[src/design/rfrc_pkg.sv]
`timescale 1ns / 1ps
// ---------------------------------------------------------------------------
// rfrc_pkg
// Shared types and constants for the RTU frame receive checker.
// ---------------------------------------------------------------------------
package rfrc_pkg;

    localparam int MAX_FRAME_DEF = 256;

    localparam logic [7:0]  STATION_RESET = 8'h01;
    localparam logic [7:0]  BCAST_ADDR    = 8'hFF;
    localparam logic [15:0] CRC_INIT      = 16'hFFFF;
    localparam logic [15:0] CRC_POLY      = 16'hA001;
    localparam logic [8:0]  LEN_SAT       = 9'h1FF;
    localparam int          MIN_FRAME     = 4;

    localparam int S_TDATA_W = 8;
    localparam int M_TDATA_W = 24;

    typedef enum logic [1:0] {
        VERDICT_OK        = 2'd0,
        VERDICT_OTHER_ADR = 2'd1,
        VERDICT_CRC_BAD   = 2'd2,
        VERDICT_SHORT     = 2'd3
    } verdict_t;

    typedef struct packed {
        logic [7:0] rx_byte;
        logic       frame_end;
    } rx_item_t;

    // packed with verdict in the lowest bits
    typedef struct packed {
        logic [8:0] frame_length;
        logic [7:0] frame_station;
        logic       broadcast;
        verdict_t   verdict;
    } result_t;

    localparam int RESULT_W = $bits(result_t);

endpackage

[src/design/rfrc_in_reg.sv]
`timescale 1ns / 1ps
// ---------------------------------------------------------------------------
// rfrc_in_reg
// Input register: holds one received byte until the checker takes it.
// ---------------------------------------------------------------------------
module rfrc_in_reg (
    input  logic              aclk,
    input  logic              aresetn,
    input  logic              s_tvalid,
    output logic              s_tready,
    input  rfrc_pkg::rx_item_t s_item,
    output logic              item_vld,
    output rfrc_pkg::rx_item_t item,
    input  logic              item_take
);

    logic               vld_reg;
    logic               vld_next;
    rfrc_pkg::rx_item_t item_reg;

    // refill in the same cycle the held item moves on
    assign s_tready = !vld_reg || item_take;
    assign vld_next = (s_tvalid && s_tready) ? 1'b1 : (item_take ? 1'b0 : vld_reg);

    always_ff @(posedge aclk) begin
        if (!aresetn) begin
            vld_reg <= 1'b0;
        end else begin
            vld_reg <= vld_next;
        end
    end

    always_ff @(posedge aclk) begin
        if (s_tvalid && s_tready) begin
            item_reg <= s_item;
        end
    end

    assign item_vld = vld_reg;
    assign item     = item_reg;

endmodule

[src/design/rfrc_frame_check.sv]
`timescale 1ns / 1ps
// ---------------------------------------------------------------------------
// rfrc_frame_check
// Running CRC, tail delay, byte count and verdict, with the result register.
// ---------------------------------------------------------------------------
module rfrc_frame_check #(
    parameter int MAX_FRAME = rfrc_pkg::MAX_FRAME_DEF
) (
    input  logic               aclk,
    input  logic               aresetn,
    input  logic               cfg_we,
    input  logic [7:0]         cfg_wdata,
    input  logic               item_vld,
    input  rfrc_pkg::rx_item_t item,
    output logic               item_take,
    output logic               res_vld,
    output rfrc_pkg::result_t  res,
    input  logic               res_ready
);

    localparam int CNT_W = $clog2(MAX_FRAME + 1);
    localparam int EXT_W = (CNT_W > 10) ? CNT_W : 10;

    function automatic logic [15:0] crc_feed(input logic [15:0] crc_in, input logic [7:0] b);
        logic [15:0] c;
        c = crc_in ^ {8'h00, b};
        for (int i = 0; i < 8; i++) begin
            c = c[0] ? ((c >> 1) ^ rfrc_pkg::CRC_POLY) : (c >> 1);
        end
        return c;
    endfunction

    logic [7:0]       station_reg;
    logic [15:0]      crc_reg;
    logic [15:0]      crc_next;
    logic [CNT_W-1:0] cnt_reg;
    logic [CNT_W-1:0] cnt_next;
    logic [7:0]       tail0_reg;
    logic [7:0]       tail1_reg;
    logic [7:0]       held_reg;
    logic [7:0]       held_next;
    logic [EXT_W-1:0] cnt_ext;
    logic             res_vld_reg;
    logic             res_free;
    logic             end_take;
    rfrc_pkg::result_t res_reg;
    rfrc_pkg::result_t res_next;

    assign res_free  = !res_vld_reg || res_ready;
    // a non-final byte never waits on the result side
    assign item_take = item_vld && (!item.frame_end || res_free);
    assign end_take  = item_take && item.frame_end;

    always_comb begin
        held_next = (cnt_reg == '0) ? item.rx_byte : held_reg;
        crc_next  = (cnt_reg >= CNT_W'(2)) ? crc_feed(crc_reg, tail0_reg) : crc_reg;
        cnt_next  = (cnt_reg < CNT_W'(MAX_FRAME)) ? cnt_reg + CNT_W'(1) : cnt_reg;
        cnt_ext   = EXT_W'(cnt_next);

        res_next.broadcast     = (held_next == rfrc_pkg::BCAST_ADDR);
        res_next.frame_station = held_next;
        res_next.frame_length  = (cnt_ext > EXT_W'(rfrc_pkg::LEN_SAT)) ?
                                 rfrc_pkg::LEN_SAT : cnt_ext[8:0];
        // tail1 is the old tail1 at length-2, the new byte at length-1
        if (cnt_ext < EXT_W'(rfrc_pkg::MIN_FRAME)) begin
            res_next.verdict = rfrc_pkg::VERDICT_SHORT;
        end else if (held_next != rfrc_pkg::BCAST_ADDR && held_next != station_reg) begin
            res_next.verdict = rfrc_pkg::VERDICT_OTHER_ADR;
        end else if (tail1_reg != crc_next[7:0] || item.rx_byte != crc_next[15:8]) begin
            res_next.verdict = rfrc_pkg::VERDICT_CRC_BAD;
        end else begin
            res_next.verdict = rfrc_pkg::VERDICT_OK;
        end
    end

    always_ff @(posedge aclk) begin
        if (!aresetn) begin
            station_reg <= rfrc_pkg::STATION_RESET;
        end else if (cfg_we) begin
            station_reg <= cfg_wdata;
        end
    end

    always_ff @(posedge aclk) begin
        if (!aresetn) begin
            crc_reg   <= rfrc_pkg::CRC_INIT;
            cnt_reg   <= '0;
            tail0_reg <= '0;
            tail1_reg <= '0;
            held_reg  <= '0;
        end else if (item_take) begin
            if (item.frame_end) begin
                crc_reg   <= rfrc_pkg::CRC_INIT;
                cnt_reg   <= '0;
                tail0_reg <= '0;
                tail1_reg <= '0;
                held_reg  <= '0;
            end else begin
                crc_reg   <= crc_next;
                cnt_reg   <= cnt_next;
                tail0_reg <= tail1_reg;
                tail1_reg <= item.rx_byte;
                held_reg  <= held_next;
            end
        end
    end

    always_ff @(posedge aclk) begin
        if (!aresetn) begin
            res_vld_reg <= 1'b0;
        end else if (end_take) begin
            res_vld_reg <= 1'b1;
        end else if (res_ready) begin
            res_vld_reg <= 1'b0;
        end
    end

    always_ff @(posedge aclk) begin
        if (end_take) begin
            res_reg <= res_next;
        end
    end

    assign res_vld = res_vld_reg;
    assign res     = res_reg;

endmodule

[src/design/rtu_frame_receive_checker_core.sv]
`timescale 1ns / 1ps
// ---------------------------------------------------------------------------
// rtu_frame_receive_checker_core
// Checks RTU frames byte by byte: station address and CRC-16/MODBUS.
// ---------------------------------------------------------------------------
// verdict path: input register, then result register, which drives m_tvalid
// throughput: one byte per cycle unless a last byte waits on a full result
//   register; set by input register, crc/compare stage and result register
// reset: synchronous active-low aresetn clears both valids and frame state,
//   station address returns to 1; no clearing pass
module rtu_frame_receive_checker_core #(
    parameter int MAX_FRAME = rfrc_pkg::MAX_FRAME_DEF
) (
    input  logic                           aclk,
    input  logic                           aresetn,
    input  logic                           cfg_we,
    input  logic [7:0]                     cfg_wdata,   // station_address
    input  logic                           s_tvalid,
    output logic                           s_tready,
    input  logic [rfrc_pkg::S_TDATA_W-1:0] s_tdata,     // [7:0] rx_byte
    input  logic                           s_tlast,     // frame_end
    output logic                           m_tvalid,
    input  logic                           m_tready,
    // [1:0] verdict, [2] broadcast, [10:3] frame_station,
    // [19:11] frame_length, [23:20] zero
    output logic [rfrc_pkg::M_TDATA_W-1:0] m_tdata
);

    rfrc_pkg::rx_item_t s_item;
    rfrc_pkg::rx_item_t item;
    rfrc_pkg::result_t  res;
    logic               item_vld;
    logic               item_take;

    assign s_item.rx_byte   = s_tdata[7:0];
    assign s_item.frame_end = s_tlast;

    rfrc_in_reg u_in_reg (
        .aclk      (aclk),
        .aresetn   (aresetn),
        .s_tvalid  (s_tvalid),
        .s_tready  (s_tready),
        .s_item    (s_item),
        .item_vld  (item_vld),
        .item      (item),
        .item_take (item_take)
    );

    rfrc_frame_check #(
        .MAX_FRAME (MAX_FRAME)
    ) u_frame_check (
        .aclk      (aclk),
        .aresetn   (aresetn),
        .cfg_we    (cfg_we),
        .cfg_wdata (cfg_wdata),
        .item_vld  (item_vld),
        .item      (item),
        .item_take (item_take),
        .res_vld   (m_tvalid),
        .res       (res),
        .res_ready (m_tready)
    );

    assign m_tdata = {{(rfrc_pkg::M_TDATA_W - rfrc_pkg::RESULT_W){1'b0}}, res};

endmodule
[config.mk]
export PLATFORM = sky130hd
export DESIGN_NAME = rtu_frame_receive_checker_core
export DESIGN_NICKNAME = d
export VERILOG_FILES = /design/src/design/rfrc_pkg.sv /design/src/design/rfrc_in_reg.sv /design/src/design/rfrc_frame_check.sv /design/src/design/rtu_frame_receive_checker_core.sv
export SDC_FILE = /design/constraint.sdc
export NUM_CORES = 1
export LEC_CHECK = 0
export ABC_AREA = 1
export BUFFER_PORTS_ARGS = -buffer_cell sky130_fd_sc_hd__buf_4
export CORE_UTILIZATION = 30
export CTS_CLUSTER_SIZE = 30
export DETAILED_ROUTE_END_ITERATION = 6
export HOLD_SLACK_MARGIN = 0.08
export SLEW_MARGIN = 20
export SYNTH_ARGS = -nofsm -noshare
export SYNTH_HDL_FRONTEND = slang
export SYNTH_SLANG_ARGS = --single-unit
[constraint.sdc]
create_clock -name aclk -period 5.1 [get_ports aclk]
set_clock_uncertainty 0.1 [all_clocks]
set_input_delay 1.02 -clock aclk [delete_from_list [all_inputs] [get_ports aclk]]
set_output_delay 1.02 -clock aclk [all_outputs]
set_load 0.02 [all_outputs]
== Word-level counts from Yosys, hierarchy flattened ==
Cells that the tools add are included.
Word-level totals
  register bits after elaboration: 88
  input port bits: 22
  output and inout bits: 26
  logic and storage cells: 70
Operators by class
  $add $sub $neg: 1
  $lt $le $gt $ge: 3
  equal/unequal tests: 5
  mux-type cells: 22
  bitwise operators: 9
  reductions and logical operators: 15
Operator list (count)
  two-way mux 16 bit: 10
  two-way mux 8 bit: 4
  inequality test 8 bit: 3
  inverter 2 -> 3 bit: 8
  two-way mux 9 bit: 2
  XOR 16 x 8 -> 16 bit: 1
  adder 9 x 1 -> 9 bit (second input constant): 1
  >= comparator 9 x 2 -> 1 bit (second input constant): 1
  logical NOT 9 bit: 1
  less-than comparator 9 x 3 -> 1 bit (second input constant): 1
  less-than comparator 9 bit (second input constant): 1
  equality test 8 bit (second input constant): 1
  inequality test 8 bit (second input constant): 1
  logical AND 1 bit: 4
  logical OR 1 bit: 4
  two-way mux 1 bit: 4
  two-way mux 2 bit: 2
  nonzero test 2 bit: 2
  logical NOT 1 bit: 3
  OR reduction 2 bit: 1

== Logic depth before layout (Yosys ltp) ==
Gate-level depths: netlist (run 1).
  word-level depth: 22
  gate-level depth with buffers: 19
  gate-level depth less buffers: 19

== Cells and area by module ==
From an unflattened synthesis (run 1), not the netlist that was laid out.
Second synthesis, totals
  cell total of the unflattened synthesis: 603
  area total of the unflattened synthesis: 4370.4 um2
Modules (own cells, without submodules)
  rfrc_frame_check: times used 1, cells an instance 582, area an instance 4015.1 um2, sequential area each 1761.7 um2
  rfrc_in_reg: times used 1, cells an instance 16, area an instance 321.6 um2, sequential area each 290.3 um2
  rtu_frame_receive_checker_core: times used 1, cells an instance 5, area an instance 33.8 um2, sequential area each 0.0 um2

== Least setup slack after synthesis (run 1) ==
No wires, ideal clock.
  kind: input -> output
  start point: input m_tready
  end point: output s_tready
  arrival time: 1.387 ns
  required time: 3.980 ns
  slack: 2.593 ns
  stages: 2
  path buffers: 0
  path through: nor2_1 nand3_1
On the way
  longest elaborated chain between the ends: 4
Ends and longest elaborated chain
  from (decl): line rtu_frame_receive_checker_core.sv:23  | input logic m_tready,
  logical OR 1 bit: line rfrc_frame_check.sv:49  | assign res_free = !res_vld_reg || res_ready;
  logical OR 1 bit: line rfrc_frame_check.sv:51  | assign item_take = item_vld && (!item.frame_end || res_free);
  logical AND 1 bit: line rfrc_frame_check.sv:51
  logical OR 1 bit: line rfrc_in_reg.sv:22  | assign s_tready = !vld_reg || item_take;
  to (decl): line rtu_frame_receive_checker_core.sv:19  | output logic s_tready,
Every way passes these cells.

== Worst setup path after layout (run 1) ==
  start point: input m_tready
  end point: register u_frame_check.crc_reg[2]
On the way
  longest elaborated chain between the ends: 3
Ends and longest elaborated chain
  logical OR 1 bit: line rfrc_frame_check.sv:49
  logical OR 1 bit: line rfrc_frame_check.sv:51
  logical AND 1 bit: line rfrc_frame_check.sv:51
  to (signal assigned): line rfrc_frame_check.sv:86  | crc_reg <= rfrc_pkg::CRC_INIT;
  to (signal assigned): line rfrc_frame_check.sv:93  | crc_reg <= rfrc_pkg::CRC_INIT;
  to (signal assigned): line rfrc_frame_check.sv:99  | crc_reg <= crc_next;
  to (decl): line rfrc_frame_check.sv:34  | logic [15:0] crc_reg;
Every way passes these cells.
A chain may end at the register's enable or synchronous reset.

==> flow_metrics.env, run 1 <==
export IMPL_grt_pass1_vias=3479
export IMPL_synth_distinct_cells=34
export IMPL_grt_use_total_pct=13.45
export IMPL_n_antenna_cell=0
export IMPL_setup_ws_ns=1.841
export IMPL_cp_required_ns=5.20
export IMPL_synth_top_cell_by_area="dfxtp_1"
export IMPL_fmax_mhz=306.8
export IMPL_grt_start_max_net_pins=52
export IMPL_avgSynthCellArea_um2=7.239
export IMPL_reg2reg_slack_ns=2.25
export IMPL_finalSetupTns_ns=0
export IMPL_seq_power_share_pct=50.0
export IMPL_rows=44
export IMPL_worst_setup_path_type="input pin to register"
export IMPL_max_stage_delay_ns=0.53
export IMPL_antenna_found_initial=0
export IMPL_cp_max_fo=51
export IMPL_crit_chain="buf_4 -> nor2_1 -> nand2_1 -> nand2_1 -> buf_4 -> clkinv_1 -> nand2_1 -> nand2_1 -> inv_1 -> o211ai_1"
export IMPL_tightest_slew_ns=0.7865
export IMPL_fin_crit_sh_pct=63.91
export IMPL_clk_pin_slew_worst_paths_ns=0.06
export IMPL_overflow=0
export IMPL_drive_above_1_share_pct=12.86
export IMPL_regToRegEndpoint="u_frame_check.crc_reg[2]"
export IMPL_intPower_mw=1.143
export IMPL_ys_ff_latch=88
export IMPL_grt_pass1_wl_um=16750
export IMPL_synth_edf_count=29
export IMPL_reg2reg_depth=10
export IMPL_h_tree_depth=3
export IMPL_maxSlewHeadroom_pct=47.51
export IMPL_cts_made_buffers=9
export IMPL_critPathMostFrequentCell="nand2_1"
export IMPL_clock_path_buffers=2
export IMPL_worstHoldStart="u_frame_check.held_reg[6]"
export IMPL_cts_hold_buf=0
export IMPL_post_cts_buffers=0
export IMPL_io_buffers=43
export IMPL_viasPerCell=4.538
export IMPL_ys_top_cells_by_count="nand2_1, inv_1, dfxtp_1, a21oi_1"
export IMPL_yosys_most_used_dff="dfxtp_1"
export IMPL_synth_area_leaders="dfxtp_1, nand2_1, edfxtp_1, inv_1, a21oi_1"
export IMPL_worst_hold_path_num_cells=2
export IMPL_clock_latency_ns=0.34
export IMPL_dieArea_um2=15580
export IMPL_cts_tree="yes"
export IMPL_coreArea_um2=14640
export IMPL_maxSlewViolCount=0
export IMPL_postSynth_asyncResetShare_pct=0
export IMPL_p_leak_nw=2.404
export IMPL_p_comb_share_pct=11.8
export IMPL_pre_cts_slack_ns=1.476
export IMPL_setup_violations=0
export IMPL_gp_congestion=0.8105
export IMPL_switching_share_pct=25.99
export IMPL_hold_path_class="register to register"
export IMPL_drt_initial_drc_count=250
export IMPL_drc_errors=4
export IMPL_avgRoutedWirePerCell_um=11.76
export IMPL_cts_sinks=88
export IMPL_fin_area_um2=5260
export IMPL_synth_most_common_cell="nand2_1"
export IMPL_max_vdd_ir_drop_mv=0.2339
export IMPL_yosysSeqAreaShare_pct=45.35
export IMPL_finalHoldViolations=0
export IMPL_ios=48
export IMPL_wirelength_um=10030
export IMPL_dr_pass1_iters=7
export IMPL_powerDensity_nw_per_um2=293.7
export IMPL_place_area_um2=4997
export IMPL_cts_resized=0
export IMPL_maxCapViolations=0
export IMPL_place_detailed_hpwl_um=7188
export IMPL_power_switching_mw=0.4015
export IMPL_synth_area_um2=4524
export IMPL_power_share_clock_pct=38.2
export IMPL_start_kind="input pin"
export IMPL_yosysWarningCount=0
export IMPL_reg2reg_from="u_frame_check.res_vld"
export IMPL_area_growth_pct=16.26
export IMPL_rsz0062_at_grt="no"
export IMPL_min_period_ns=3.259
export IMPL_start_util_pct=30.90
export IMPL_synthesis_instances=625
export IMPL_layout_nets=690
export IMPL_slowest_stage="clkinv_1"
export IMPL_synth_top_area_share_pct=26.11
export IMPL_ant_nets=0
export IMPL_die_h_um=124.8
export IMPL_largest_register_ffs=20
export IMPL_violations="design-rule violations"
export IMPL_outcome="finished with violations"
export IMPL_crit_path_end_kind="register"
export IMPL_min_to="u_frame_check.held_reg[6]"
export IMPL_arrival_ns=3.36
export IMPL_clockRootBuffer="clkbuf_16"
export IMPL_num_vias=3871
export IMPL_die_x_um=124.8
export IMPL_total_power_mw=1.545
==> critical path: cells and delay by family <==
kind	cells	cell delay [ns]
AOI/OAI and AO/OA	1	0.14
buffers and inverters	4	1.40
and+or+nand+nor	5	0.79
==> cells by family (layout without fill, tap and decap cells) <==
group	Yosys count	in the layout	synth area share, %
and+or+nand+nor	340	340	32.58
other	1	4	0.08289
buffers and inverters	100	141	9.209
xor gates and xnor gates	12	12	2.323
DFF	88	88	45.35
adders and majority gates	3	3	0.8297
AOI/OAI and AO/OA	81	81	9.624
==> layout by cell type (no fill, tap or decap), types with 2 or more instances in the layout <==
cell type  count
inv_1         78
edfxtp_1      29
a21oi_1       43
nand2_2       10
xor2_1         6
o21ai_2        2
nand2_1      249
nor2_1        23
o211ai_1       8
o21ai_0       20
nor2_4         3
nor2_2         4
clkbuf_16      9
conb_1         4
nand3b_1       6
buf_4         46
o21ai_1        7
clkinv_1       2
nor3_1         4
nand4_1        3
nand3_1       29
dfxtp_1       59
xnor2_1        6
ha_1           3
nor4_1         2
nand2_4        3
==> worst max-delay path by stage <==
stage	endpoint	startpoint	depth (start not counted)
2_1_floorplan	s_tready	m_tready	2
3_3_place_gp	u_frame_check.crc_reg[8]	m_tready	10
3_5_place_dp	u_frame_check.crc_reg[14]	m_tready	10
4_1_cts	u_frame_check.crc_reg[2]	m_tready	10
5_1_grt	u_frame_check.crc_reg[11]	m_tready	10
6_report	u_frame_check.crc_reg[2]	m_tready	10
==> routing by layer <==
metal  vias up  wire length, µm  share of wire (%)  track usage (%)
met4         0              178                1.8            4.793
met5         -                0                  0                0
met3        14              415                4.1            2.878
met1      1733             4919                 49            17.74
met2        86             4521                 45            21.61
li1       2038                -                  -                -
==> area by class of cell <==
cell class                 instances  area (µm²)
timing repair buffer              46       345.3
fill                            1571        9384
sequential                        88        2052
clock inverter                     5       33.78
inverter                          80       300.3
clock buffer                      10       229.0
tap                              184       230.2
multi-input combinational        440        2069
==> stage by stage <==
step	std cells	util, %	hold slack (ns)
6_report	853	35.92	0.3654
5_1_grt	853	35.92	0.3836
4_1_cts	853	35.92	0.3672
3_5_place_dp	838	34.13	0.3574
3_3_place_gp	838	34.13	0.3487
2_1_floorplan	628	-	0.3389
==> power by group through the flow <==
| stage | combinational (mW) | clock [mW] | sequential (mW) |
|---|---|---|---|
| 4_1_cts | 0.184 | 0.611 | 0.772 |
| 5_1_grt | 0.209 | 0.637 | 0.775 |
| 3_3_place_gp | 0.182 | 0 | 0.787 |
| 6_report | 0.183 | 0.590 | 0.772 |
| 3_5_place_dp | 0.184 | 0 | 0.787 |
| 2_1_floorplan | 0.132 | 0 | 0.785 |
Power figures use the tool's default switching activity.
==> run 2, diff against run 1 <==
Clock period 5.1 ns to 2.9 ns, I/O delays scaled along.
==> run 2 against run 1 <==
Against the previous run:
- highest routed layer unchanged
- non-clock buffer count is 1 higher
- global-route usage is 0.28 points higher
- die area stayed put
- the flow still finishes with violations (design-rule violations)
- routed wire length is 1.1% higher
- cell count is 0.23% higher
- hold slack worse by 0.050 ns
==> flow_metrics.env, run 2 (synthesis gave the netlist of run 1 again) <==
export IMPL_dp_cells=839
export IMPL_grt_pass1_vias=3610
export IMPL_tightest_slew_ns=0.9185
export IMPL_grt_start_max_net_pins=51
export IMPL_place_detailed_hpwl_um=7182
export IMPL_layout_nets=691
export IMPL_final_common_cell="nand2_1"
export IMPL_fin_crit_sh_pct=86.14
export IMPL_violations="design-rule violations"
export IMPL_overflow=0
export IMPL_viasPerCell=4.485
export IMPL_setup_ws_ns=0.4020
export IMPL_reg2reg_slack_ns=0.40
export IMPL_reg2reg_depth=12
export IMPL_reg2reg_from="u_frame_check.cnt_reg[0]"
export IMPL_post_route_util_pct=36.15
export IMPL_clockRootBuffer="clkbuf_16"
export IMPL_post_cts_buffers=0
export IMPL_cp_buffers_inverters=1
export IMPL_regToRegEndpoint="u_frame_check.res[0]"
export IMPL_slowest_stage="o21ai_1"
export IMPL_ant_nets=0
export IMPL_fmax_mhz=400.3
export IMPL_rows=44
export IMPL_cts_made_buffers=9
export IMPL_finalSetupTns_ns=0
export IMPL_io_buffers=43
export IMPL_start_util_pct=30.90
export IMPL_min_to="u_in_reg.item[6]"
export IMPL_max_stage_delay_ns=0.35
export IMPL_largest_register_ffs=20
export IMPL_h_tree_depth=3
export IMPL_area_growth_pct=17.01
export IMPL_die_x_um=124.8
export IMPL_avgRoutedWirePerCell_um=11.87
export IMPL_hold_path_class="input pin to register"
export IMPL_cts_resized=0
export IMPL_die_h_um=124.8
export IMPL_cts_sinks=88
export IMPL_maxCapViolations=0
export IMPL_n_antenna_cell=0
export IMPL_cp_max_fo=16
export IMPL_crit_family="simple AND/OR/NAND/NOR gates"
export IMPL_max_vdd_ir_drop_mv=0.2821
export IMPL_cts_tree="yes"
export IMPL_coreArea_um2=14640
export IMPL_rsz0062_at_grt="no"
export IMPL_worst_setup_path_type="register to register"
export IMPL_num_vias=3835
export IMPL_mostFrequentLayoutCells="nand2_1, inv_1, dfxtp_1, buf_4, a21oi_1"
export IMPL_worstHoldStart="s_tdata[5]"
export IMPL_critPathMostFrequentCell="nand2_1"
export IMPL_clk_pin_slew_worst_paths_ns=0.06
export IMPL_drc_errors=4
export IMPL_powerDensity_nw_per_um2=530.8
export IMPL_cts_hold_buf=0
export IMPL_maxSlewViolCount=0
export IMPL_crit_path_end_kind="register"
export IMPL_grt_use_total_pct=13.73
export IMPL_drt_initial_drc_count=226
export IMPL_antenna_found_initial=0
export IMPL_dr_pass1_iters=6
export IMPL_drive_above_1_share_pct=13.11
export IMPL_p_leak_nw=2.422
export IMPL_clock_latency_ns=0.34
export IMPL_pre_cts_slack_ns=0.4180
export IMPL_worst_hold_path_num_cells=1
export IMPL_grt_pass1_wl_um=17220
export IMPL_maxSlewHeadroom_pct=38.70
export IMPL_ios=48
export IMPL_cp_required_ns=2.88
export IMPL_wirelength_um=10150
export IMPL_setup_violations=0
export IMPL_start_kind="register"
export IMPL_min_period_ns=2.498
export IMPL_arrival_ns=2.48
export IMPL_crit_chain="inv_1 -> ha_1 -> nand2_1 -> nor2_2 -> nand2_2 -> o21ai_1 -> xor2_1 -> nand2_1 -> nor3_1 -> nand4_1 -> nand2_1 -> nand2_1"
export IMPL_clock_path_buffers=2
export IMPL_dieArea_um2=15580
export IMPL_gp_congestion=0.7960
export IMPL_final_cells=855
export IMPL_finalHoldViolations=0
export IMPL_outcome="finished with violations"
## run 2: where the power goes
part	total (mW)	switching [mW]	internal (mW)	leakage, nW
registers	1.36	0.0363	1.32	0.757
logic	0.324	0.209	0.115	1.53
clock network	1.13	0.461	0.668	0.140
## run 2: final cells by class
class / instances / area (µm²)
clock buffers: 11 / 232.7
clock inverters: 5 / 56.30
fillers: 1584 / 9350
inverters: 80 / 300.3
multi-input cells: 440 / 2069
flip-flops and latches: 88 / 2052
well taps: 184 / 230.2
repair buffers: 47 / 352.8
## run 2: worst register-to-register path, delay by kind of cell (launching register included)
family | cells | cell delay (ns)
XOR/XNOR | 1 | 0.18
AO/OA/AOI/OAI | 1 | 0.36
buffers and inverters | 1 | 0.12
AND/OR/NAND/NOR | 8 | 0.99
flip-flops | 1 | 0.34
adder cells (fa/ha/maj) | 1 | 0.16
## run 2: how the worst max path moves through the flow
stage | startpoint | endpoint | slack, ns | cells after the start
floorplan | u_frame_check.cnt_reg[0] | u_frame_check.res[1] | 0.70 | 18
detailed placement | u_frame_check.cnt_reg[0] | u_frame_check.res[1] | 0.42 | 17
global placement | u_frame_check.cnt_reg[0] | u_frame_check.res[1] | 0.46 | 17
global route | u_frame_check.cnt_reg[0] | u_frame_check.res[0] | 0.14 | 12
CTS | u_frame_check.cnt_reg[0] | u_frame_check.res[1] | 0.42 | 17
finish | u_frame_check.cnt_reg[0] | u_frame_check.res[0] | 0.40 | 12
## run 2: stage by stage
step | power (mW) | cell area, µm² | hold WS, ns
floorplan | 1.612 | 4536 | 0.3389
global placement | 1.706 | 5005 | 0.3501
detailed placement | 1.708 | 5005 | 0.3551
CTS | 2.840 | 5294 | 0.3068
global route | 2.948 | 5294 | 0.2999
finish | 2.810 | 5294 | 0.3157
## run 2: metal layers
layer / vias to the layer above / track usage, % / part of all wire, %
met2: 81 / 21.78 / 45
met4: 0 / 4.067 / 0.58
met5: - / 0 / 0
met1: 1702 / 18.70 / 50
li1: 2048 / - / -
met3: 4 / 2.835 / 4.4
==> run 3, diff against run 2 <==
--- a/config.mk
+++ b/config.mk
@@ -8,4 +8,5 @@
 export ABC_AREA = 1
 export BUFFER_PORTS_ARGS = -buffer_cell sky130_fd_sc_hd__buf_4
+export CORE_ASPECT_RATIO = 0.5
 export CORE_UTILIZATION = 30
 export CTS_CLUSTER_SIZE = 30
--- a/constraint.sdc
+++ b/constraint.sdc
@@ -3,3 +3,3 @@
 set_input_delay 0.58 -clock aclk [delete_from_list [all_inputs] [get_ports aclk]]
 set_output_delay 0.58 -clock aclk [all_outputs]
-set_load 0.02 [all_outputs]
+set_load 0.005 [all_outputs]
==> run 3 against run 2 <==
Against the previous run:
- the flow now finishes without violations
- critical path depth up 5
- setup slack worse by 0.034 ns
- sequential cell count unchanged
- hold slack worse by 0.0031 ns
- maximum frequency down 1.4%
- largest cell class unchanged
- highest routed layer unchanged
==> flow_metrics.env, run 3 (synthesis gave the netlist of run 1 again) <==
export IMPL_min_period_ns=2.532
export IMPL_powerDensity_nw_per_um2=530.0
export IMPL_worstHoldStart="s_tdata[2]"
export IMPL_max_vdd_ir_drop_mv=0.2254
export IMPL_coreArea_um2=14580
export IMPL_n_fill_cell=1552
export IMPL_h_tree_depth=3
export IMPL_critPathLaunch="u_frame_check.cnt_reg[0]"
export IMPL_tightest_slew_ns=0.7966
export IMPL_n_antenna_cell=0
export IMPL_pre_cts_slack_ns=0.3767
export IMPL_dr_pass1_iters=4
export IMPL_hold_path_class="input pin to register"
export IMPL_clock_path_buffers=2
export IMPL_cts_hold_buf=0
export IMPL_layout_nets=693
export IMPL_final_common_cell="nand2_1"
export IMPL_p_leak_nw=2.432
export IMPL_critPathMostFrequentCell="nand2_1"
export IMPL_reg2reg_depth=17
export IMPL_grt_use_total_pct=14.12
export IMPL_rsz0062_at_grt="no"
export IMPL_start_kind="register"
export IMPL_grt_start_max_net_pins=34
export IMPL_num_vias=3864
export IMPL_post_cts_buffers=0
export IMPL_cts_resized=0
export IMPL_maxSlewHeadroom_pct=46.84
export IMPL_crit_chain="inv_1 -> ha_1 -> nand3b_4 -> nor2_8 -> nand2_1 -> nand2_1 -> nand2_1 -> nand2_1 -> nand2_1 -> nor2_1 -> nand2_1 -> nor2_1 -> nand2_1 -> nor2_1 -> nand2_1 -> nand2_1 -> nand2_1"
export IMPL_wirelength_um=10620
export IMPL_drc_errors=0
export IMPL_cp_required_ns=2.90
export IMPL_setup_ws_ns=0.3677
export IMPL_min_to="u_in_reg.item[3]"
export IMPL_dieArea_um2=15610
export IMPL_outcome="completed"
export IMPL_grt_pass1_vias=3493
export IMPL_reg2reg_slack_ns=0.37
export IMPL_fin_crit_sh_pct=87.32
export IMPL_crit_family="simple AND/OR/NAND/NOR gates"
export IMPL_ant_nets=0
export IMPL_drive_above_1_share_pct=13.52
export IMPL_fmax_mhz=394.9
export IMPL_max_stage_delay_ns=0.39
export IMPL_grt_pass1_wl_um=17040
export IMPL_maxSlewViolCount=0
export IMPL_cts_sinks=88
export IMPL_crit_path_end_kind="register"
export IMPL_die_x_um=175.7
export IMPL_start_util_pct=31.02
export IMPL_clockRootBuffer="clkbuf_16"
export IMPL_worst_hold_path_num_cells=1
export IMPL_ios=48
export IMPL_mostFrequentLayoutCells="nand2_1, inv_1, dfxtp_1, buf_4, a21oi_1"
export IMPL_slowest_stage="dfxtp_1"
export IMPL_reg2reg_from="u_frame_check.cnt_reg[0]"
export IMPL_overflow=0
export IMPL_cts_tree="yes"
export IMPL_rows=31
export IMPL_clk_pin_slew_worst_paths_ns=0.07
export IMPL_area_growth_pct=18.06
export IMPL_io_buffers=43
export IMPL_total_power_mw=2.831
export IMPL_drt_initial_drc_count=248
export IMPL_setup_violations=0
export IMPL_regToRegEndpoint="u_frame_check.res[1]"
export IMPL_arrival_ns=2.53
export IMPL_clock_latency_ns=0.34
export IMPL_avgRoutedWirePerCell_um=12.19
export IMPL_largest_register_ffs=20
export IMPL_maxCapViolations=0
export IMPL_cp_buffers_inverters=1
export IMPL_die_h_um=88.84
export IMPL_whs_ns=0.3126
export IMPL_gp_congestion=0.8550
export IMPL_antenna_found_initial=0
export IMPL_viasPerCell=4.436
export IMPL_place_detailed_hpwl_um=7617
export IMPL_finalSetupTns_ns=0
export IMPL_worst_setup_path_type="register to register"
export IMPL_cp_max_fo=18
export IMPL_finalHoldViolations=0
export IMPL_cts_made_buffers=9
[run 3: changes by cell type in the layout (fill, tap and decap cells not counted), sizes merged]
cell / change
clkinv: -1
bufinv: -1
buf: +2
inv: +1
clkinvlp: +1
[run 3: metrics by stage]
step | cell area (µm²) | util [%] | std cells
finish | 5341 | 36.62 | 871
global route | 5341 | 36.62 | 871
CTS | 5341 | 36.62 | 871
detailed placement | 5050 | 34.63 | 855
floorplan | 4536 | - | 628
global placement | 5050 | 34.63 | 855
[run 3: worst max path at each step]
stage	end	slack (ns)	depth (start not counted)
after CTS	u_frame_check.res[1]	0.35	17
after detailed placement	u_frame_check.res[1]	0.38	17
after floorplan	u_frame_check.res[1]	0.70	18
after global placement	u_frame_check.res[1]	0.41	17
after global routing	u_frame_check.res[1]	0.11	17
final	u_frame_check.res[1]	0.37	17
[run 3: area by class of cell]
| type | instances | area, µm² | share of cell area, % |
|---|---|---|---|
| clock inverter | 5 | 37.54 | 0.7027 |
| multi-input combinational | 440 | 2069 | 38.74 |
| tap | 198 | 247.7 | 4.638 |
| inverter | 80 | 300.3 | 5.622 |
| clock buffer | 11 | 254.0 | 4.755 |
| timing repair buffer | 49 | 380.4 | 7.121 |
| sequential | 88 | 2052 | 38.42 |
[run 3: power breakdown]
group          internal, mW  total, mW  switching (mW)
Sequential             1.32       1.36          0.0359
Combinational         0.118      0.321           0.202
Clock                 0.639       1.15           0.515
[run 3: routing by layer]
metal  track usage (%)  vias to the layer above  wire (µm)
li1                  -                     2051          -
met1             19.00                     1739       5530
met2             22.75                       68       4578
met3             3.265                        6        415
met4             4.111                        0         96
met5                 0                        -          0
